--- src/hw/rtl/ellipse_span_filler_assert.svh ---
// ----------------------------------------------------------------------------
// ellipse_span_filler_assert
// assertion macros shared by the ellipse span filler modules
// ----------------------------------------------------------------------------
`ifndef ELLIPSE_SPAN_FILLER_ASSERT_SVH
`define ELLIPSE_SPAN_FILLER_ASSERT_SVH

// same-cycle implication
`define ESF_ASSERT_SAME(label, clk, rst_n, ante, cons, msg) \
	label: assert property (@(posedge clk) disable iff (!rst_n) (ante) |-> (cons)) \
		else $error(msg);

// next-cycle implication
`define ESF_ASSERT_NEXT(label, clk, rst_n, ante, cons, msg) \
	label: assert property (@(posedge clk) disable iff (!rst_n) (ante) |=> (cons)) \
		else $error(msg);

`endif

--- src/hw/rtl/esf_pkg.sv ---
// ----------------------------------------------------------------------------
// esf_pkg
// types and constants of the ellipse span filler
// ----------------------------------------------------------------------------
`default_nettype none

package esf_pkg;

	localparam int COORD_W   = 12;
	localparam int POS_W     = 13;
	localparam int WIDE_W    = 14;
	localparam int BW_W      = 12;
	localparam int BH_W      = 6;
	localparam int HW_W      = 11;
	localparam int HH_W      = 5;
	localparam int X_W       = 12;
	localparam int Y_W       = 6;
	localparam int A2_W      = 22;
	localparam int B2_W      = 10;
	localparam int ACC_W     = 40;
	localparam int COLOR_W   = 24;
	localparam int CFG_IDX_W = 2;

	typedef enum logic [CFG_IDX_W-1:0] {
		REG_CLIP_LEFT   = 2'd0,
		REG_CLIP_TOP    = 2'd1,
		REG_CLIP_RIGHT  = 2'd2,
		REG_CLIP_BOTTOM = 2'd3
	} cfg_reg_t;

	typedef enum logic [1:0] {
		SEL_TOP,
		SEL_BOT,
		SEL_EXTRA
	} span_sel_t;

	typedef struct packed {
		logic [COORD_W-1:0] left;
		logic [COORD_W-1:0] top;
		logic [COORD_W-1:0] right;
		logic [COORD_W-1:0] bottom;
	} clip_t;

	typedef struct packed {
		logic [COORD_W-1:0] row;
		logic [COORD_W-1:0] col_first;
		logic [COORD_W-1:0] col_last;
		logic [COLOR_W-1:0] color;
	} span_t;

	typedef struct packed {
		logic      load;
		logic      square;
		logic      scale;
		logic      seed;
		logic      x_step;
		logic      y_step;
		span_sel_t sel;
	} walk_cmd_t;

	typedef struct packed {
		logic walk_done;
		logic x_first;
		logic cond2;
		logic y_zero;
		logic hh_zero;
		logic visible;
	} walk_stat_t;

	typedef struct packed {
		logic load;
		logic flush;
	} out_cmd_t;

	typedef struct packed {
		logic pend_valid;
		logic out_free;
	} out_stat_t;

endpackage

`default_nettype wire

--- src/hw/rtl/esf_walk.sv ---
// ----------------------------------------------------------------------------
// esf_walk
// error-walk datapath: setup products, walk registers, span build and clip
// ----------------------------------------------------------------------------
`default_nettype none

module esf_walk
	import esf_pkg::*;
#(
	parameter int MAX_HEIGHT = 63
) (
	input  wire logic                      clk,
	input  wire walk_cmd_t                 cmd,
	input  wire clip_t                     clip,
	input  wire logic signed [POS_W-1:0]   center_x,
	input  wire logic signed [POS_W-1:0]   center_y,
	input  wire logic        [BW_W-1:0]    box_width,
	input  wire logic        [BH_W-1:0]    box_height,
	input  wire logic        [COLOR_W-1:0] fill_color,
	output walk_stat_t                     stat,
	output span_t                          span
);

	logic signed [POS_W-1:0]   cx_q;
	logic signed [POS_W-1:0]   cy_q;
	logic        [HW_W-1:0]    hw_q;
	logic        [HH_W-1:0]    hh_q;
	logic        [COLOR_W-1:0] color_q;
	logic        [A2_W-1:0]    a2_q;
	logic        [B2_W-1:0]    b2_q;
	logic signed [ACC_W-1:0]   crit1_q;
	logic signed [ACC_W-1:0]   crit2_q;
	logic signed [ACC_W-1:0]   crit3_q;
	logic signed [ACC_W-1:0]   ay_q;
	logic signed [ACC_W-1:0]   bx_q;
	logic signed [ACC_W-1:0]   t_q;
	logic signed [ACC_W-1:0]   dxn_q;
	logic signed [ACC_W-1:0]   dyn_q;
	logic        [X_W-1:0]     x_q;
	logic signed [Y_W-1:0]     y_q;

	logic        [BH_W-1:0]       bh_sat;
	logic        [A2_W-1:0]       a2_d;
	logic        [B2_W-1:0]       b2_d;
	logic        [A2_W+HH_W-1:0]  ay_prod;
	logic signed [ACC_W-1:0]      a2_w;
	logic signed [ACC_W-1:0]      b2_w;
	logic signed [ACC_W-1:0]      a2x2_w;
	logic signed [ACC_W-1:0]      b2x2_w;
	logic signed [ACC_W-1:0]      sum_bx;
	logic signed [ACC_W-1:0]      sum_ay;
	logic signed [ACC_W-1:0]      dif_ay;
	logic signed [WIDE_W-1:0]     cx_w;
	logic signed [WIDE_W-1:0]     cy_w;
	logic signed [WIDE_W-1:0]     x_w;
	logic signed [WIDE_W-1:0]     y_w;
	logic signed [WIDE_W-1:0]     hw_w;
	logic signed [WIDE_W-1:0]     row_w;
	logic signed [WIDE_W-1:0]     c1_w;
	logic signed [WIDE_W-1:0]     c2_w;
	logic signed [WIDE_W-1:0]     left_w;
	logic signed [WIDE_W-1:0]     top_w;
	logic signed [WIDE_W-1:0]     right_w;
	logic signed [WIDE_W-1:0]     bottom_w;
	logic signed [WIDE_W-1:0]     c1_cl;
	logic signed [WIDE_W-1:0]     c2_cl;

	assign bh_sat  = (box_height > BH_W'(MAX_HEIGHT)) ? BH_W'(MAX_HEIGHT) : box_height;
	assign a2_d    = hw_q * hw_q;
	assign b2_d    = hh_q * hh_q;
	assign ay_prod = a2_q * hh_q;
	assign a2_w    = signed'(ACC_W'(a2_q));
	assign b2_w    = signed'(ACC_W'(b2_q));
	assign a2x2_w  = signed'(ACC_W'({a2_q, 1'b0}));
	assign b2x2_w  = signed'(ACC_W'({b2_q, 1'b0}));

	always_ff @(posedge clk) begin
		if (cmd.load) begin
			cx_q    <= center_x;
			cy_q    <= center_y;
			hw_q    <= box_width[BW_W-1:1];
			hh_q    <= bh_sat[BH_W-1:1];
			color_q <= fill_color;
		end
		if (cmd.square) begin
			a2_q <= a2_d;
			b2_q <= b2_d;
		end
		if (cmd.scale) begin
			ay_q    <= signed'(ACC_W'(ay_prod));
			crit1_q <= -(ACC_W'(a2_q >> 2) + ACC_W'(hw_q[0]) + ACC_W'(b2_q));
			crit2_q <= -(ACC_W'(b2_q >> 2) + ACC_W'(hh_q[0]) + ACC_W'(a2_q));
			crit3_q <= -(ACC_W'(b2_q >> 2) + ACC_W'(hh_q[0]));
		end
		if (cmd.seed) begin
			t_q   <= -ay_q;
			dyn_q <= a2x2_w - (ay_q <<< 1);
			dxn_q <= b2x2_w;
			bx_q  <= '0;
			x_q   <= '0;
			y_q   <= signed'(Y_W'(hh_q));
		end
		if (cmd.x_step) begin
			x_q   <= x_q + 1'b1;
			bx_q  <= bx_q + b2_w;
			t_q   <= t_q + dxn_q;
			dxn_q <= dxn_q + b2x2_w;
		end
		if (cmd.y_step) begin
			y_q   <= y_q - signed'(Y_W'(1));
			ay_q  <= ay_q - a2_w;
			t_q   <= t_q + dyn_q;
			dyn_q <= dyn_q + a2x2_w;
		end
	end

	assign sum_bx = t_q + bx_q;
	assign sum_ay = t_q + ay_q;
	assign dif_ay = t_q - ay_q;

	assign stat.walk_done = y_q[Y_W-1] || (x_q > X_W'(hw_q));
	assign stat.x_first   = (sum_bx <= crit1_q) || (sum_ay <= crit3_q);
	assign stat.cond2     = (dif_ay <= crit2_q);
	assign stat.y_zero    = (y_q == '0);
	assign stat.hh_zero   = (hh_q == '0);

	assign cx_w     = WIDE_W'(cx_q);
	assign cy_w     = WIDE_W'(cy_q);
	assign y_w      = WIDE_W'(y_q);
	assign x_w      = signed'(WIDE_W'(x_q));
	assign hw_w     = signed'(WIDE_W'(hw_q));
	assign left_w   = signed'(WIDE_W'(clip.left));
	assign top_w    = signed'(WIDE_W'(clip.top));
	assign right_w  = signed'(WIDE_W'(clip.right));
	assign bottom_w = signed'(WIDE_W'(clip.bottom));

	always_comb begin
		case (cmd.sel)
			SEL_TOP: begin
				row_w = cy_w - y_w;
				c1_w  = cx_w - x_w;
				c2_w  = cx_w + x_w;
			end
			SEL_BOT: begin
				row_w = cy_w + y_w;
				c1_w  = cx_w - x_w;
				c2_w  = cx_w + x_w;
			end
			SEL_EXTRA: begin
				row_w = cy_w;
				c1_w  = cx_w - hw_w;
				c2_w  = cx_w + hw_w + 14'sd1;
			end
			default: begin
				row_w = cy_w;
				c1_w  = cx_w;
				c2_w  = cx_w;
			end
		endcase
	end

	assign stat.visible = (left_w <= right_w) && (top_w <= bottom_w)
		&& (row_w >= top_w) && (row_w <= bottom_w)
		&& (c1_w <= right_w) && (c2_w >= left_w);

	assign c1_cl = (c1_w < left_w) ? left_w : ((c1_w > right_w) ? right_w : c1_w);
	assign c2_cl = (c2_w < left_w) ? left_w : ((c2_w > right_w) ? right_w : c2_w);

	assign span.row       = row_w[COORD_W-1:0];
	assign span.col_first = c1_cl[COORD_W-1:0];
	assign span.col_last  = c2_cl[COORD_W-1:0];
	assign span.color     = color_q;

endmodule

`default_nettype wire

--- src/hw/rtl/esf_out.sv ---
// ----------------------------------------------------------------------------
// esf_out
// span hold stage and output register; the held span becomes last on flush
// ----------------------------------------------------------------------------
`default_nettype none
`include "ellipse_span_filler_assert.svh"

module esf_out
	import esf_pkg::*;
(
	input  wire logic                clk,
	input  wire logic                arst_n,
	input  wire out_cmd_t            cmd,
	input  wire span_t               span_in,
	output out_stat_t                stat,
	output logic                     out_valid,
	input  wire logic                out_ready,
	output logic [COORD_W-1:0]       span_row,
	output logic [COORD_W-1:0]       span_start,
	output logic [COORD_W-1:0]       span_end,
	output logic [COLOR_W-1:0]       span_color,
	output logic                     last_span
);

	logic  pend_valid_q;
	logic  out_valid_q;
	logic  out_last_q;
	span_t pend_q;
	span_t out_q;

	always_ff @(posedge clk or negedge arst_n) begin
		if (!arst_n) begin
			pend_valid_q <= 1'b0;
			out_valid_q  <= 1'b0;
		end else begin
			if (out_valid_q && out_ready) begin
				out_valid_q <= 1'b0;
			end
			if (cmd.load) begin
				if (pend_valid_q) begin
					out_valid_q <= 1'b1;
				end
				pend_valid_q <= 1'b1;
			end
			if (cmd.flush) begin
				out_valid_q  <= 1'b1;
				pend_valid_q <= 1'b0;
			end
		end
	end

	always_ff @(posedge clk) begin
		if (cmd.load) begin
			pend_q <= span_in;
			if (pend_valid_q) begin
				out_q      <= pend_q;
				out_last_q <= 1'b0;
			end
		end
		if (cmd.flush) begin
			out_q      <= pend_q;
			out_last_q <= 1'b1;
		end
	end

	assign stat.pend_valid = pend_valid_q;
	assign stat.out_free   = !out_valid_q || out_ready;

	assign out_valid  = out_valid_q;
	assign span_row   = out_q.row;
	assign span_start = out_q.col_first;
	assign span_end   = out_q.col_last;
	assign span_color = out_q.color;
	assign last_span  = out_last_q;

	`ESF_ASSERT_SAME(a_no_overrun, clk, arst_n, (cmd.load && pend_valid_q), (!out_valid_q || out_ready), "held word pushed onto a busy output")
	`ESF_ASSERT_SAME(a_flush_has_word, clk, arst_n, (cmd.flush), (pend_valid_q && (!out_valid_q || out_ready) && !cmd.load), "flush without a held word or with a busy output")
	`ESF_ASSERT_NEXT(a_flush_marks_last, clk, arst_n, (cmd.flush), (out_valid_q && out_last_q && !pend_valid_q), "flush did not present a last word")

endmodule

`default_nettype wire

--- src/hw/rtl/esf_ctrl.sv ---
// ----------------------------------------------------------------------------
// esf_ctrl
// sequencer for setup, error walk, span emission and final flush
// ----------------------------------------------------------------------------
`default_nettype none
`include "ellipse_span_filler_assert.svh"

module esf_ctrl
	import esf_pkg::*;
#(
	parameter int MAX_HEIGHT = 63
) (
	input  wire logic       clk,
	input  wire logic       arst_n,
	input  wire logic       in_valid,
	output logic            in_ready,
	input  wire walk_stat_t wstat,
	input  wire out_stat_t  ostat,
	output walk_cmd_t       wcmd,
	output out_cmd_t        ocmd
);

	localparam int CNT_W = $clog2(MAX_HEIGHT + 1);

	typedef enum logic [3:0] {
		ST_IDLE,
		ST_SQUARE,
		ST_SCALE,
		ST_SEED,
		ST_WALK,
		ST_EMIT_TOP,
		ST_EMIT_BOT,
		ST_ROW_X,
		ST_ROW_Y,
		ST_EXTRA,
		ST_FLUSH
	} state_t;

	state_t             state_q;
	state_t             state_d;
	logic [CNT_W-1:0]   n_q;
	logic               emit_state;
	logic               emit_ok;
	logic               emit_stall;

	assign emit_state = (state_q == ST_EMIT_TOP) || (state_q == ST_EMIT_BOT)
		|| (state_q == ST_EXTRA);
	assign emit_ok    = wstat.visible && (n_q < CNT_W'(MAX_HEIGHT));
	assign emit_stall = emit_ok && ostat.pend_valid && !ostat.out_free;

	always_comb begin
		state_d    = state_q;
		in_ready   = 1'b0;
		wcmd       = '0;
		wcmd.sel   = SEL_TOP;
		ocmd       = '0;
		ocmd.load  = emit_state && emit_ok && !emit_stall;
		case (state_q)
			ST_IDLE: begin
				in_ready  = 1'b1;
				wcmd.load = in_valid;
				if (in_valid) begin
					state_d = ST_SQUARE;
				end
			end
			ST_SQUARE: begin
				wcmd.square = 1'b1;
				state_d     = ST_SCALE;
			end
			ST_SCALE: begin
				wcmd.scale = 1'b1;
				state_d    = ST_SEED;
			end
			ST_SEED: begin
				wcmd.seed = 1'b1;
				state_d   = ST_WALK;
			end
			ST_WALK: begin
				if (wstat.walk_done) begin
					state_d = wstat.hh_zero ? ST_EXTRA : ST_FLUSH;
				end else if (wstat.x_first) begin
					wcmd.x_step = 1'b1;
				end else begin
					state_d = ST_EMIT_TOP;
				end
			end
			ST_EMIT_TOP: begin
				wcmd.sel = SEL_TOP;
				if (!emit_stall) begin
					state_d = wstat.y_zero ? ST_ROW_X : ST_EMIT_BOT;
				end
			end
			ST_EMIT_BOT: begin
				wcmd.sel = SEL_BOT;
				if (!emit_stall) begin
					state_d = ST_ROW_X;
				end
			end
			ST_ROW_X: begin
				wcmd.x_step = wstat.cond2;
				state_d     = ST_ROW_Y;
			end
			ST_ROW_Y: begin
				wcmd.y_step = 1'b1;
				state_d     = ST_WALK;
			end
			ST_EXTRA: begin
				wcmd.sel = SEL_EXTRA;
				if (!emit_stall) begin
					state_d = ST_FLUSH;
				end
			end
			ST_FLUSH: begin
				if (!ostat.pend_valid) begin
					state_d = ST_IDLE;
				end else if (ostat.out_free) begin
					ocmd.flush = 1'b1;
					state_d    = ST_IDLE;
				end
			end
			default: begin
				state_d = ST_IDLE;
			end
		endcase
	end

	always_ff @(posedge clk or negedge arst_n) begin
		if (!arst_n) begin
			state_q <= ST_IDLE;
			n_q     <= '0;
		end else begin
			state_q <= state_d;
			if (wcmd.load) begin
				n_q <= '0;
			end else if (ocmd.load) begin
				n_q <= n_q + 1'b1;
			end
		end
	end

	`ESF_ASSERT_SAME(a_height_cap, clk, arst_n, (ocmd.load), (n_q < CNT_W'(MAX_HEIGHT)), "span count beyond height cap")
	`ESF_ASSERT_SAME(a_idle_quiet, clk, arst_n, (state_q == ST_IDLE), (!ocmd.load && !ocmd.flush && !wcmd.x_step && !wcmd.y_step), "walk or output activity while idle")

endmodule

`default_nettype wire

--- src/hw/rtl/ellipse_span_filler.sv ---
// ----------------------------------------------------------------------------
// ellipse_span_filler
// filled-ellipse span generator: integer error walk from the top row to the
// center row, mirrored spans clipped to a programmable rectangle
// ----------------------------------------------------------------------------
//  channel   signals                                        direction
//  in        in_valid/in_ready, center_x..fill_color       request words in
//  out       out_valid/out_ready, span_row..last_span      span words out
//  cfg       cfg_valid/cfg_ready, cfg_index, cfg_data       clip registers
//
//  one request at a time; setup runs the square, scale and seed steps, then
//  the error-walk sequencer advances one column or one row per step, and
//  output stalls on an emitted span can hold it
//  the output register lets the next request start while a span waits
//  reset idles the sequencer, empties the output stage and opens the clip window
// ----------------------------------------------------------------------------
`default_nettype none

module ellipse_span_filler
	import esf_pkg::*;
#(
	parameter int MAX_HEIGHT = 63
) (
	input  wire logic                      clk,
	input  wire logic                      arst_n,
	input  wire logic                      in_valid,
	output logic                           in_ready,
	input  wire logic signed [POS_W-1:0]   center_x,
	input  wire logic signed [POS_W-1:0]   center_y,
	input  wire logic        [BW_W-1:0]    box_width,
	input  wire logic        [BH_W-1:0]    box_height,
	input  wire logic        [COLOR_W-1:0] fill_color,
	output logic                           out_valid,
	input  wire logic                      out_ready,
	output logic             [COORD_W-1:0] span_row,
	output logic             [COORD_W-1:0] span_start,
	output logic             [COORD_W-1:0] span_end,
	output logic             [COLOR_W-1:0] span_color,
	output logic                           last_span,
	input  wire logic                      cfg_valid,
	output logic                           cfg_ready,
	input  wire logic      [CFG_IDX_W-1:0] cfg_index,
	input  wire logic        [COORD_W-1:0] cfg_data
);

	clip_t      clip_q;
	walk_cmd_t  wcmd;
	walk_stat_t wstat;
	out_cmd_t   ocmd;
	out_stat_t  ostat;
	span_t      span;

	assign cfg_ready = 1'b1;

	always_ff @(posedge clk or negedge arst_n) begin
		if (!arst_n) begin
			clip_q.left   <= '0;
			clip_q.top    <= '0;
			clip_q.right  <= '1;
			clip_q.bottom <= '1;
		end else if (cfg_valid) begin
			case (cfg_index)
				REG_CLIP_LEFT:   clip_q.left   <= cfg_data;
				REG_CLIP_TOP:    clip_q.top    <= cfg_data;
				REG_CLIP_RIGHT:  clip_q.right  <= cfg_data;
				REG_CLIP_BOTTOM: clip_q.bottom <= cfg_data;
				default: begin
				end
			endcase
		end
	end

	esf_ctrl #(
		.MAX_HEIGHT(MAX_HEIGHT)
	) u_ctrl (
		.clk      (clk),
		.arst_n   (arst_n),
		.in_valid (in_valid),
		.in_ready (in_ready),
		.wstat    (wstat),
		.ostat    (ostat),
		.wcmd     (wcmd),
		.ocmd     (ocmd)
	);

	esf_walk #(
		.MAX_HEIGHT(MAX_HEIGHT)
	) u_walk (
		.clk        (clk),
		.cmd        (wcmd),
		.clip       (clip_q),
		.center_x   (center_x),
		.center_y   (center_y),
		.box_width  (box_width),
		.box_height (box_height),
		.fill_color (fill_color),
		.stat       (wstat),
		.span       (span)
	);

	esf_out u_out (
		.clk        (clk),
		.arst_n     (arst_n),
		.cmd        (ocmd),
		.span_in    (span),
		.stat       (ostat),
		.out_valid  (out_valid),
		.out_ready  (out_ready),
		.span_row   (span_row),
		.span_start (span_start),
		.span_end   (span_end),
		.span_color (span_color),
		.last_span  (last_span)
	);

endmodule

`default_nettype wire

--- config.mk ---
export PLATFORM = sky130hd
export DESIGN_NAME = ellipse_span_filler
export DESIGN_NICKNAME = d
export VERILOG_FILES = /design/src/hw/rtl/esf_pkg.sv /design/src/hw/rtl/esf_walk.sv /design/src/hw/rtl/esf_out.sv /design/src/hw/rtl/esf_ctrl.sv /design/src/hw/rtl/ellipse_span_filler.sv
export VERILOG_INCLUDE_DIRS = /design/src /design/src/hw/rtl
export SDC_FILE = /design/constraint.sdc
export NUM_CORES = 2
export LEC_CHECK = 0
export BUFFER_PORTS_ARGS = -buffer_cell sky130_fd_sc_hd__clkbuf_2
export CAP_MARGIN = 20
export CELL_PAD_IN_SITES_DETAIL_PLACEMENT = 1
export CELL_PAD_IN_SITES_GLOBAL_PLACEMENT = 1
export CORE_MARGIN = 2
export CORE_UTILIZATION = 40
export CTS_BUF_LIST = sky130_fd_sc_hd__clkbuf_2 sky130_fd_sc_hd__clkbuf_4 sky130_fd_sc_hd__clkbuf_8
export CTS_CLUSTER_SIZE = 25
export DETAILED_ROUTE_END_ITERATION = 10
export PLACE_DENSITY_LB_ADDON = 0.1
export SLEW_MARGIN = 20
export SYNTH_ARGS = -nofsm -noshare
export SYNTH_HDL_FRONTEND = slang
export SYNTH_SLANG_ARGS = --single-unit
--- constraint.sdc ---
create_clock -name clk -period 10.9 [get_ports clk]
set_input_delay 0.545 -clock clk [delete_from_list [all_inputs] [get_ports clk]]
set_output_delay 0.545 -clock clk [all_outputs]
set_load 0.02 [all_outputs]
==> flow_summary.ini <==
[logic_synthesis]
synth.avg_cell_area_sq_um = 9.34
synth-seq-cells = 587
synth.distinct_cells = 91
yosys.area.top_type = edfxtp_1
yosysTopAreaCellShare = 0.297
syn-cell-area_sq_um = 53200
async_flop_share = 0.102
ys_seq_area_frac = 0.326
synth_area_leaders = edfxtp_1 (30%), ha_1 (17%), xnor2_1 (6.0%)
synth_ff_type = edfxtp_1
synthCells = 5698
synth_edf_count = 526
ys_warn_count = 0

[grt]
grt_max_degree = 145
overflow = 0
grt_usage = 0.243
antenna_found_initial = 5
grt_pass1_vias = 45400
grt_pass1_wl_um = 259000

[detailed_routing]
viasPerCell = 5.51
ant_nets = 0
topRoutingLayerUsed = met4
wl_met3_um = 4150
wl_met2_um = 80500
wirelength_met1_um = 76000
avgRoutedWirePerCell_um = 21.2
drc = 0
wl_um = 166000
first_iter_violations = 2072
drtPass1Iterations = 5
vias = 42900

[run]
maxCapViolations = 0

[setup_path]
reg2reg_to = u_walk.t_q[7]
worst-path-buf-inv = 1
crit_path_end_kind = register
r2r_slack_ns = 2.34
worstPathArrival_ns = 9.22
cp_common_cell = a21oi_1
cp_top_family = compound AO/OA/AOI/OAI gates
worst-setup-path-type = register to register
rr_startpoint = u_walk.t_q[1]
cp-start-kind = register
critPathMaxFanout = 31
worst_path_max_delay_cell = o311a_1
ff2ff_path_depth = 25
worstPathRequired_ns = 11.56
slowest_delay_ns = 0.63

[floorplan]
die_area_sq_um = 136000
start_util = 0.404
rows = 133
die_h_um = 369
io_pins = 151
die_w_um = 369
coreArea_sq_um = 132000

[min_path]
min_to = clip_q[35]
hold_depth = 2
min_path_type = primary input to register
min_from = cfg_data[11]

[timing]
max_freq_mhz = 117
tns_ns = 0
slew_violations = 0
worstMarginPinSlew_ns = 1.17
hold_violations = 0
finalCriticalPeriod_ns = 8.56
rsz0062_at_grt = false
hold_ws_ns = 0.0880
relSlewSlack = 0.219
min_period_over_period = 0.785
fin_skew_ns = 0.0492
setup_violations = 0

[placement]
io_buffers = 147
dpl.hpwl_um = 132000
routabilityCongestion = 0.899

[layout]
regArea_sq_um = 17300
areaGrowthSynthToFinish_pct = 11.4
fillers = 15200
drive_gt1_frac = 0.0862
multiInputGateArea_sq_um = 33400
layout.nets = 6879

[clocking]
cts_num_sinks = 587
cts.path.max_buffers = 3
cts-root-buf = clkbuf_8
cts_tree = done
cts.htree.levels = 3
cts-resized-gates = 0
clk_pin_slew_ns = 0.06
insertion_delay_ns = 0.86
numCtsBuffers = 115

[outcome]
outcome = finished clean
-- layer usage --
layer,vias up,GRT usage
met1,21400,0.316
met5,-,0
met2,551,0.426
met3,228,0.0247
li1,20800,-
met4,0,0.0712
-- layout make-up --
| cell class | count | share of cell area |
|---|---|---|
| antenna | 3 | 0.000127 |
| clock buffer | 158 | 0.0328 |
| clock inverter | 55 | 0.00804 |
| inverter | 531 | 0.0336 |
| multi-input combinational | 4438 | 0.563 |
| sequential | 587 | 0.293 |
| tap | 1755 | 0.0371 |
| timing repair buffer | 273 | 0.0324 |
-- cells in the final DEF (no fill, tap or decap), types with 44 or more instances in the layout --
master / instances
xnor2_1: 364
nand4_1: 72
inv_1: 524
ha_1: 712
o21ai_0: 319
a21oi_1: 442
dlygate4sd3_1: 79
nand2_1: 386
edfxtp_1: 526
nand2b_1: 75
a21o_1: 164
and2_1: 76
xor2_1: 141
clkbuf_2: 147
nor3_1: 105
nand3_1: 126
o21a_1: 55
nor2_1: 502
mux2i_1: 47
and3_1: 44
clkbuf_8: 121
o21bai_1: 64
nor2b_1: 78
fa_1: 134
or3_1: 57
-- state kept, by name, summed over array words and instances (netlist names), 17 cells and up --
register	count
u_out.pend_q	60
clip_q	48
u_walk.ay_q	40
u_walk.bx_q	40
u_walk.t_q	40
u_walk.crit2_q	39
u_walk.dxn_q	39
u_walk.dyn_q	39
u_walk.crit1_q	38
u_out.span_color	24
u_walk.color_q	24
u_walk.a2_q	21
u_walk.crit3_q	17
-- cell usage after synthesis, drive strengths merged, types with 8 or more instances --
library cell and instances:
mux2i 47, nor3b 12, xnor2 364, and2 77, or2 25, inv 526, dfrtp 36, nand2 389
nor3 107, and3 44, buf 26, o211ai 40, a211o 8, a21o 164, nand2b 75, and4 8
or4 17, nor2b 78, a31o 13, nand3 126, o21a 55, o41ai 11, a221oi 10, ha 712
o31ai 19, clkbuf 121, o21ai 322, xor2 141, nor2 507, nand4 72, mux2 43, o2111ai 8
a31oi 31, a21oi 444, a211oi 38, fa 134, or3 61, dfstp 24, edfxtp 526, nor4 30
a2bb2oi 16, a21boi 16, o21bai 64
-- worst register-to-register path, cell delays in order, from the launching register on --
cell       delay [ns]
edfxtp_1         0.54
ha_1             0.36
a21o_1           0.18
a21oi_1          0.24
o21ai_0          0.14
a21oi_1          0.30
a21oi_1          0.21
a41oi_1          0.40
nand3b_1         0.22
a2111oi_0        0.57
nor3_1           0.20
o41ai_1          0.53
nor2_1           0.11
a211oi_1         0.37
ha_1             0.37
a21oi_1          0.34
o211ai_1         0.16
a221oi_1         0.45
o311ai_0         0.19
a211oi_1         0.29
xnor2_1          0.26
o311a_1          0.63
or2_2            0.24
buf_4            0.50
mux2_2           0.43
o21ai_0          0.16
-- cell families (layout without fill, tap and decap cells) --
family	after synthesis	count (layout)	share of synthesized area
simple gates	1646	1646	0.149
compound gates	1344	1344	0.157
fa+ha+maj	846	846	0.218
buf+inv	678	1017	0.0482
flops	587	587	0.326
xor+xnor	505	505	0.0832
mux	90	90	0.0179
other cells	2	10	0.000141
-- how the worst max path moves through the flow --
stage / from / end / slack [ns] / depth (start not counted)
after detailed placement: u_walk.t_q[1] / u_walk.dxn_q[32] / 2.02 / 25
after global placement: u_walk.t_q[1] / u_walk.dxn_q[32] / 2.13 / 25
final: u_walk.t_q[1] / u_walk.t_q[7] / 2.34 / 25
after floorplan: u_ctrl.state_q[2] / u_out.span_color[0] / 2.06 / 28
after CTS: u_walk.t_q[1] / u_walk.dxn_q[18] / 1.95 / 25
after global routing: u_walk.t_q[1] / u_walk.t_q[36] / 1.39 / 26
-- stage by stage --
step | area [sq um] | util | worst slack [ns] | cells
2_1_floorplan | 53200 | - | 2.06 | 5703
3_3_place_gp | 56000 | 0.425 | 2.13 | 7503
3_5_place_dp | 56000 | 0.425 | 2.02 | 7504
4_1_cts | 59200 | 0.449 | 1.95 | 7796
5_1_grt | 59300 | 0.450 | 1.39 | 7800
6_report | 59300 | 0.450 | 2.34 | 7800
-- repair_timing --
| action | in CTS | in global routing |
|---|---|---|
| setup buffers | 0 | 0 |
| hold endpoints to repair | 147 | 0 |
| hold buffers | 79 | 0 |
Power is left out: the tool's default activity adds up to more than one toggle a clock period on the data nets, which glitch-free logic cannot reach.
